--- config.mk ---
export PLATFORM = sky130hd
export DESIGN_NAME = lcg_jump_ahead_flat
export DESIGN_NICKNAME = d
export VERILOG_FILES = /design/src/hdl/lcgja_pkg.sv /design/src/hdl/lcgja_if.sv /design/src/hdl/lcgja_ctrl.sv /design/src/hdl/lcgja_dp.sv /design/src/hdl/lcg_jump_ahead.sv /design/src/flat_wrapper.sv
export SDC_FILE = /design/constraint.sdc
export NUM_CORES = 2
export LEC_CHECK = 0
export ABC_AREA = 0
export BUFFER_PORTS_ARGS = -buffer_cell sky130_fd_sc_hd__clkbuf_2
export CORE_UTILIZATION = 35
export CTS_CLUSTER_SIZE = 14
export DETAILED_ROUTE_END_ITERATION = 10
export PLACE_DENSITY = 0.48
export SYNTH_ARGS = -nofsm -noshare
export SYNTH_HDL_FRONTEND = slang
export SYNTH_SLANG_ARGS = --single-unit
--- constraint.sdc ---
create_clock -name i_clk -period 27.9 [get_ports i_clk]
set_input_delay 0 -clock i_clk [delete_from_list [all_inputs] [get_ports i_clk]]
set_output_delay 0 -clock i_clk [all_outputs]
set_load 0.01 [all_outputs]
--- src/hdl/lcgja_pkg.sv ---
`timescale 1ns / 1ps
// lcgja_pkg: types, constants and register codes for the lcg jump-ahead block
// no dependencies; used by the interfaces, controller, datapath and top level

package lcgja_pkg;

    localparam int unsigned WORD_W = 32;
    localparam int unsigned CFG_IDX_W = 8;

    localparam logic [WORD_W-1:0] MULT_RESET = 32'd214013;
    localparam logic [WORD_W-1:0] INC_RESET  = 32'd2531011;

    localparam logic [CFG_IDX_W-1:0] REG_MULTIPLIER = 8'd0;
    localparam logic [CFG_IDX_W-1:0] REG_INCREMENT  = 8'd1;

    typedef logic [WORD_W-1:0] t_word;

    typedef enum logic [2:0] {
        OP_NONE = 3'd0,
        OP_AM   = 3'd1,
        OP_AA   = 3'd2,
        OP_CA   = 3'd3,
        OP_CM   = 3'd4,
        OP_FIN  = 3'd5
    } t_op;

    typedef struct packed {
        logic load;
        t_op  op;
    } t_dp_cmd;

    typedef struct packed {
        logic k_zero;
        logic k_lsb;
        logic k_more;
        logic k_next_lsb;
    } t_dp_sts;

    typedef struct packed {
        logic                 we;
        logic [CFG_IDX_W-1:0] index;
        t_word                data;
    } t_cfg_wr;

endpackage

--- src/hdl/lcgja_if.sv ---
`timescale 1ns / 1ps
// lcgja_if: valid/ready channel interfaces for input, result and config writes
// depends on lcgja_pkg

interface lcgja_in_if;
    logic                  valid;
    logic                  ready;
    lcgja_pkg::t_word      seed_in;
    lcgja_pkg::t_word      step_count;

    modport source (output valid, output seed_in, output step_count, input ready);
    modport sink   (input valid, input seed_in, input step_count, output ready);
endinterface

interface lcgja_out_if;
    logic                  valid;
    logic                  ready;
    lcgja_pkg::t_word      seed_out;

    modport source (output valid, output seed_out, input ready);
    modport sink   (input valid, input seed_out, output ready);
endinterface

interface lcgja_cfg_if;
    logic                                 valid;
    logic                                 ready;
    logic [lcgja_pkg::CFG_IDX_W-1:0]      index;
    lcgja_pkg::t_word                     data;

    modport source (output valid, output index, output data, input ready);
    modport sink   (input valid, input index, input data, output ready);
endinterface

--- src/hdl/lcgja_ctrl.sv ---
`timescale 1ns / 1ps
// lcgja_ctrl: one-hot sequencer that walks the count bits and issues datapath ops
// depends on lcgja_pkg

module lcgja_ctrl (
    input  logic               i_clk,
    input  logic               i_rst_n,
    input  logic               i_in_valid,
    output logic               o_in_ready,
    output logic               o_out_valid,
    input  logic               i_out_ready,
    output lcgja_pkg::t_dp_cmd o_cmd,
    input  lcgja_pkg::t_dp_sts i_sts
);
    import lcgja_pkg::*;

    typedef enum logic [6:0] {
        S_IDLE = 7'b0000001,
        S_BIT  = 7'b0000010,
        S_AM   = 7'b0000100,
        S_AA   = 7'b0001000,
        S_CA   = 7'b0010000,
        S_CM   = 7'b0100000,
        S_FIN  = 7'b1000000
    } t_state;

    t_state r_state, n_state;
    logic   r_out_valid, n_out_valid;
    logic   w_slot_free;

    assign w_slot_free = !r_out_valid || i_out_ready;
    assign o_in_ready  = (r_state == S_IDLE);
    assign o_out_valid = r_out_valid;

    always_comb begin
        n_state     = r_state;
        n_out_valid = r_out_valid;
        o_cmd.load  = 1'b0;
        o_cmd.op    = OP_NONE;
        if (r_out_valid && i_out_ready) begin
            n_out_valid = 1'b0;
        end
        case (r_state)
            S_IDLE: begin
                if (i_in_valid) begin
                    o_cmd.load = 1'b1;
                    n_state    = S_BIT;
                end
            end
            S_BIT: begin
                if (i_sts.k_zero) begin
                    n_state = S_FIN;
                end else if (i_sts.k_lsb) begin
                    n_state = S_AM;
                end else begin
                    n_state = S_CA;
                end
            end
            S_AM: begin
                o_cmd.op = OP_AM;
                n_state  = S_AA;
            end
            S_AA: begin
                o_cmd.op = OP_AA;
                n_state  = S_CA;
            end
            S_CA: begin
                o_cmd.op = OP_CA;
                n_state  = S_CM;
            end
            S_CM: begin
                o_cmd.op = OP_CM;
                if (!i_sts.k_more) begin
                    n_state = S_FIN;
                end else if (i_sts.k_next_lsb) begin
                    n_state = S_AM;
                end else begin
                    n_state = S_CA;
                end
            end
            S_FIN: begin
                if (w_slot_free) begin
                    o_cmd.op    = OP_FIN;
                    n_out_valid = 1'b1;
                    n_state     = S_IDLE;
                end
            end
            default: begin
                n_state = S_IDLE;
            end
        endcase
    end

    always_ff @(posedge i_clk) begin
        if (!i_rst_n) begin
            r_state     <= S_IDLE;
            r_out_valid <= 1'b0;
        end else begin
            r_state     <= n_state;
            r_out_valid <= n_out_valid;
        end
    end

endmodule

--- src/hdl/lcgja_dp.sv ---
`timescale 1ns / 1ps
// lcgja_dp: config registers, accumulators, count shifter and one shared multiplier
// depends on lcgja_pkg

module lcgja_dp (
    input  logic               i_clk,
    input  logic               i_rst_n,
    input  lcgja_pkg::t_cfg_wr i_cfg,
    input  lcgja_pkg::t_dp_cmd i_cmd,
    output lcgja_pkg::t_dp_sts o_sts,
    input  lcgja_pkg::t_word   i_seed_in,
    input  lcgja_pkg::t_word   i_step_count,
    output lcgja_pkg::t_word   o_seed_out
);
    import lcgja_pkg::*;

    t_word r_multiplier;
    t_word r_increment;
    t_word r_acc_mul;
    t_word r_acc_add;
    t_word r_cur_mul;
    t_word r_cur_add;
    t_word r_k;
    t_word r_seed;
    t_word r_seed_out;

    t_word w_opa;
    t_word w_opb;
    t_word w_addend;
    t_word w_result;

    always_comb begin
        w_opa    = r_acc_mul;
        w_opb    = r_cur_mul;
        w_addend = '0;
        case (i_cmd.op)
            OP_AM: begin
                w_opa = r_acc_mul;
                w_opb = r_cur_mul;
            end
            OP_AA: begin
                w_opa    = r_acc_add;
                w_opb    = r_cur_mul;
                w_addend = r_cur_add;
            end
            OP_CA: begin
                w_opa = r_cur_mul + t_word'(1);
                w_opb = r_cur_add;
            end
            OP_CM: begin
                w_opa = r_cur_mul;
                w_opb = r_cur_mul;
            end
            OP_FIN: begin
                w_opa    = r_acc_mul;
                w_opb    = r_seed;
                w_addend = r_acc_add;
            end
            default: begin
                w_opa = r_acc_mul;
            end
        endcase
    end

    assign w_result = (w_opa * w_opb) + w_addend;

    always_ff @(posedge i_clk) begin
        if (!i_rst_n) begin
            r_multiplier <= MULT_RESET;
            r_increment  <= INC_RESET;
        end else if (i_cfg.we) begin
            if (i_cfg.index == REG_MULTIPLIER) begin
                r_multiplier <= i_cfg.data;
            end else if (i_cfg.index == REG_INCREMENT) begin
                r_increment <= i_cfg.data;
            end
        end
    end

    always_ff @(posedge i_clk) begin
        if (i_cmd.load) begin
            r_acc_mul <= t_word'(1);
            r_acc_add <= '0;
            r_cur_mul <= r_multiplier;
            r_cur_add <= r_increment;
            r_k       <= i_step_count;
            r_seed    <= i_seed_in;
        end else begin
            case (i_cmd.op)
                OP_AM: begin
                    r_acc_mul <= w_result;
                end
                OP_AA: begin
                    r_acc_add <= w_result;
                end
                OP_CA: begin
                    r_cur_add <= w_result;
                end
                OP_CM: begin
                    r_cur_mul <= w_result;
                    r_k       <= {1'b0, r_k[WORD_W-1:1]};
                end
                OP_FIN: begin
                    r_seed_out <= w_result;
                end
                default: begin
                end
            endcase
        end
    end

    assign o_sts.k_zero     = (r_k == '0);
    assign o_sts.k_lsb      = r_k[0];
    assign o_sts.k_more     = |r_k[WORD_W-1:1];
    assign o_sts.k_next_lsb = r_k[1];
    assign o_seed_out       = r_seed_out;

endmodule

--- src/hdl/lcg_jump_ahead.sv ---
`timescale 1ns / 1ps
// lcg_jump_ahead: advances a 32-bit lcg state by an arbitrary step count
// In one transaction a seed and a step count n come in, and one transaction with the state
// after n steps of x*a+c mod 2^32 goes out; a and c are config registers 0 and 1 (reset
// 214013 and 2531011, index beyond 1 ignored, write only while idle). The count is scanned
// lsb first on a single shared 32x32 multiplier: a load and a bit test, then for each bit
// up to the highest set one the accumulator updates (AM, AA) if it is set and an increment
// and a square step (CA, CM); a finish step writes the result when the output register is
// free. A new input is taken while the previous result still waits in the output register.

module lcg_jump_ahead (
    input  logic        i_clk,
    input  logic        i_rst_n,
    lcgja_in_if.sink    i_in,
    lcgja_out_if.source o_out,
    lcgja_cfg_if.sink   i_cfg
);
    import lcgja_pkg::*;

    t_dp_cmd w_cmd;
    t_dp_sts w_sts;
    t_cfg_wr w_cfg;

    assign i_cfg.ready = 1'b1;
    assign w_cfg.we    = i_cfg.valid;
    assign w_cfg.index = i_cfg.index;
    assign w_cfg.data  = i_cfg.data;

    lcgja_ctrl u_ctrl (
        .i_clk       (i_clk),
        .i_rst_n     (i_rst_n),
        .i_in_valid  (i_in.valid),
        .o_in_ready  (i_in.ready),
        .o_out_valid (o_out.valid),
        .i_out_ready (o_out.ready),
        .o_cmd       (w_cmd),
        .i_sts       (w_sts)
    );

    lcgja_dp u_dp (
        .i_clk        (i_clk),
        .i_rst_n      (i_rst_n),
        .i_cfg        (w_cfg),
        .i_cmd        (w_cmd),
        .o_sts        (w_sts),
        .i_seed_in    (i_in.seed_in),
        .i_step_count (i_in.step_count),
        .o_seed_out   (o_out.seed_out)
    );

`ifndef SYNTHESIS
    a_fin_slot_free: assert property (@(posedge i_clk) disable iff (!i_rst_n)
        (w_cmd.op == OP_FIN) |-> (!o_out.valid || o_out.ready))
        else $error("result written while output register still full");

    a_busy_after_accept: assert property (@(posedge i_clk) disable iff (!i_rst_n)
        (i_in.valid && i_in.ready) |=> !i_in.ready)
        else $error("input ready right after an accepted transaction");

    a_valid_from_fin: assert property (@(posedge i_clk) disable iff (!i_rst_n)
        $rose(o_out.valid) |-> $past(w_cmd.op == OP_FIN))
        else $error("output valid raised without a finish step");

    a_load_only_on_accept: assert property (@(posedge i_clk) disable iff (!i_rst_n)
        w_cmd.load |-> (i_in.valid && i_in.ready && w_cmd.op == OP_NONE))
        else $error("datapath load without an input transaction");
`endif

endmodule
--- src/flat_wrapper.sv ---
// flat-port wrapper written by rule: the top's interface ports become plain ports
module lcg_jump_ahead_flat import lcgja_pkg::*;
  (i_clk, i_rst_n, i_in_valid, i_in_seed_in, i_in_step_count, i_in_ready, o_out_valid, o_out_seed_out, o_out_ready, i_cfg_valid, i_cfg_index, i_cfg_data, i_cfg_ready);
  lcgja_in_if i_in_i ();
  lcgja_out_if o_out_i ();
  lcgja_cfg_if i_cfg_i ();
  input  logic i_clk;
  input  logic i_rst_n;
  input wire logic [$bits(i_in_i.valid)-1:0] i_in_valid;
  input wire logic [$bits(i_in_i.seed_in)-1:0] i_in_seed_in;
  input wire logic [$bits(i_in_i.step_count)-1:0] i_in_step_count;
  output wire logic [$bits(i_in_i.ready)-1:0] i_in_ready;
  output wire logic [$bits(o_out_i.valid)-1:0] o_out_valid;
  output wire logic [$bits(o_out_i.seed_out)-1:0] o_out_seed_out;
  input wire logic [$bits(o_out_i.ready)-1:0] o_out_ready;
  input wire logic [$bits(i_cfg_i.valid)-1:0] i_cfg_valid;
  input wire logic [$bits(i_cfg_i.index)-1:0] i_cfg_index;
  input wire logic [$bits(i_cfg_i.data)-1:0] i_cfg_data;
  output wire logic [$bits(i_cfg_i.ready)-1:0] i_cfg_ready;
  assign i_in_i.valid = i_in_valid;
  assign i_in_i.seed_in = i_in_seed_in;
  assign i_in_i.step_count = i_in_step_count;
  assign i_in_ready = i_in_i.ready;
  assign o_out_valid = o_out_i.valid;
  assign o_out_seed_out = o_out_i.seed_out;
  assign o_out_i.ready = o_out_ready;
  assign i_cfg_i.valid = i_cfg_valid;
  assign i_cfg_i.index = i_cfg_index;
  assign i_cfg_i.data = i_cfg_data;
  assign i_cfg_ready = i_cfg_i.ready;
  lcg_jump_ahead u_core (.i_clk(i_clk), .i_rst_n(i_rst_n), .i_in(i_in_i), .o_out(o_out_i), .i_cfg(i_cfg_i));
endmodule
==> out/qor.txt <==
CP Launch Type: register
Worst Path Required: 28.22 ns
reg2reg setup slack: 17.13 ns
first-pass GRT wire length: 158 mm
Final Hold Viols: 0
DRC Markers: 0
placed insts: 4504
Clock Tree Buf Depth: 3
CTS H-tree lvls: 1
Pleak: 15.2 nW
PortBufs: 142
commonest non-fill, non-tap cell in the layout: nand2_1
clk sinks: 296
final non-filler cell total: 4660
vias: 23900
vias in the first global route: 24100
peak supply drop: 0.0479 mV
ys flop type: edfxtp_1
crit share post-route: 38.6%
share of layout cells above drive strength 1: 9.22%
RSZ-0062 raised after global routing: false
Netlist Area Pre-Place: 29800 µm²
Die H: 294 µm
die width: 294 µm
initial antenna violation count: 1
min-delay src: i_rst_n
area occupied by multi-input gates: 19900 µm²
R2R Path End: u_core.u_dp.r_cur_mul[30]
CP endpoint kind: register
Mapped Cells: 3323
register bit total from synthesis: 296
fin. max-slew vios: 0
critical path type: reg -> reg
CTS resizes: 0
Post-DRT Antenna Nets: 0
Arrival @ worst endpoint: 11.09 ns
final core utilization: 40.5%
Area Overhead vs Synth: 13.8%
Power Dens Cells: 46.5 nW/µm²
Ys Warns: 0
# nets final: 4174
RD Place Congestion: 0.926
fmax: 92.9 MHz
die area: 86400 µm²
Max FO, Critical Path: 68
diodes inserted: 0
synthesized area per cell: 8.98 µm²
top cells by area, synth: fa_1 29%, edfxtp_1 16%, dfxtp_1 9.1%
TritonCTS clock tree: yes
Core ar.: 84000 µm²
Setup Fix Bufs, Post-CTS: 0
Worst-Margin Slew: 1.23 ns
Worst Skew: 0.0375 ns
IO Pins: 144
Distinct cells, synth: 92
1st-pass router iterations: 6
Reg clk slew, reported paths: 0.07 ns
register area: 7530 µm²
minimum clock period after layout: 10.77 ns
Worst-Skew Late Latency: 0.59 ns
Worst R2R Start: u_core.u_ctrl.r_state[5]
end of the worst hold path: u_core.u_dp.r_multiplier[0]
max-cap check violation count: 0
GRT Util Overall: 24.7%
final setup fails: 0
clock buffer count from CTS: 30
most used cell, CP: fa_1
Yosys top cell by area: fa_1
Remaining Overflow, GRT: 0
post-DP HPWL: 80.9 mm
crit-path max cell delay: 0.94 ns
clk root buf: clkbuf_16
Starting DRT DRC Count: 1900
Seq/Total Area, Yosys: 25.2%
via/cell ratio: 5.13
slew margin rel.: 17.7%
most frequent cells in the layout: 660 x nand2_1, 503 x inv_1, 438 x fa_1, 370 x nor2_1, 160 x edfxtp_1
Starting Density: 35.5%
outcome: finished clean
Slowest-stage cell, CP: a221oi_2
setup TNS: 0 ns
syn_nets: 3995
hold depth: 3
std cell rows: 106
top-area cell type share of the netlist area: 29.4%
R2R cell count: 33
async set or reset register ratio after synthesis: 0%
wire per inst: 22.8 µm
Post-synth EDFFs: 160
Post-Route WL: 106 mm
Post-CTS Hold Fix Bufs: 99
fill cell count: 8552
largest net degree at the start of global routing: 106
worst min path class: in -> reg
worst max path at each step:
| stage | from | cells after the start | endpoint |
|---|---|---|---|
| floorplan | u_core.u_ctrl.r_state[0] | 37 | u_core.u_dp.r_cur_add[29] |
| global placement | u_core.u_ctrl.r_state[6] | 31 | u_core.u_dp.r_cur_mul[30] |
| detailed placement | u_core.u_ctrl.r_state[6] | 33 | u_core.u_dp.r_cur_mul[25] |
| CTS | u_core.u_ctrl.r_state[6] | 31 | u_core.u_dp.r_cur_mul[30] |
| global route | u_core.u_ctrl.r_state[3] | 33 | u_core.u_dp.r_cur_mul[31] |
| finish | u_core.u_ctrl.r_state[5] | 33 | u_core.u_dp.r_cur_mul[30] |
metrics by stage:
| step | worst slack, ns | power, mW | instance area [µm²] | hold slack, ns |
|---|---|---|---|---|
| finish | 17.13 | 1.58 | 34000 | 0.0215 |
| global route | 16.57 | 1.66 | 34000 | 0.0427 |
| CTS | 17.13 | 1.58 | 34000 | 0.00280 |
| detailed placement | 17.18 | 1.16 | 32000 | 0.179 |
| global placement | 17.23 | 1.16 | 32000 | 0.177 |
| floorplan | 17.48 | 0.902 | 29800 | 0.0989 |
cells by family (layout without fill, tap and decap cells):
group / after synthesis / after routing / synth area share, %
simple gates: 1290 / 1290 / 18.4
buf+inv: 673 / 876 / 8.59
fa+ha+maj: 563 / 563 / 34.6
compound gates: 409 / 409 / 9.84
flops: 296 / 296 / 25.2
xor+xnor: 89 / 89 / 3.18
mux: 2 / 2 / 0.0671
other cells: 1 / 1 / 0.0126
flip-flops by register name (all words and copies together) (netlist names):
signal and cells:
u_core.u_dp.r_cur_add 32, u_core.u_dp.r_acc_add 32, u_core.u_dp.r_increment 32, u_core.u_dp.r_acc_mul 32, u_core.u_ctrl.r_state 7, u_core.u_ctrl.o_out_valid 1, u_core.u_dp.r_multiplier 32, u_core.u_dp.o_seed_out 32
u_core.u_dp.r_seed 32, u_core.u_dp.r_k 32, u_core.u_dp.r_cur_mul 32
final cells by class:
cell class | count | area share, %
timing repair buffer | 315 | 6.65
inverter | 505 | 5.60
clock inverter | 20 | 0.486
multi-input combinational | 2354 | 58.6
tap | 1134 | 4.18
clock buffer | 36 | 2.37
sequential | 296 | 22.2
critical path: cells and delay by family, from the launching register on:
family                   cells  cell delay (ns)
AO/OA/AOI/OAI                3             1.70
adder cells (fa/ha/maj)      9             4.39
buffers and inverters       12             1.96
flip-flops                   1             0.65
AND/OR/NAND/NOR              9             1.73
cells in the mapped netlist, types with 4 or more instances:
cell	instances
a211o_1	10
a211oi_1	12
a21boi_0	44
a21o_1	17
a21oi_1	104
a221o_1	16
a221oi_1	11
a22o_1	21
a22oi_1	39
a311oi_1	5
a31oi_1	11
and2_1	9
and3_1	27
and4_1	10
buf_1	15
buf_2	20
clkbuf_1	131
dfxtp_1	136
edfxtp_1	160
fa_1	438
ha_1	125
inv_1	503
nand2_1	662
nand2b_1	39
nand3_1	60
nand4_1	17
nor2_1	373
nor2b_1	9
nor3_1	18
nor3b_1	4
nor4_1	17
o211ai_1	4
o21a_1	14
o21ai_0	39
o21bai_1	7
o221ai_1	4
o22ai_1	4
or2_2	19
or3_1	5
xnor2_1	59
xnor3_1	9
xor2_1	18
routing by layer:
| layer | GRT usage, % | up-vias | wire [µm] |
|---|---|---|---|
| li1 | - | 10900 | - |
| met4 | 8.31 | 0 | 3910 |
| met1 | 35.7 | 12000 | 48200 |
| met3 | 2.21 | 149 | 6040 |
| met5 | 0 | - | 0 |
| met2 | 38.9 | 832 | 47900 |
power breakdown:
group	total [mW]	internal, mW	switching [mW]
Sequential	0.569	0.522	0.0476
Clock	0.408	0.225	0.183
Combinational	0.601	0.198	0.403
Total	1.58	0.945	0.634
Power figures use the tool's default switching activity.
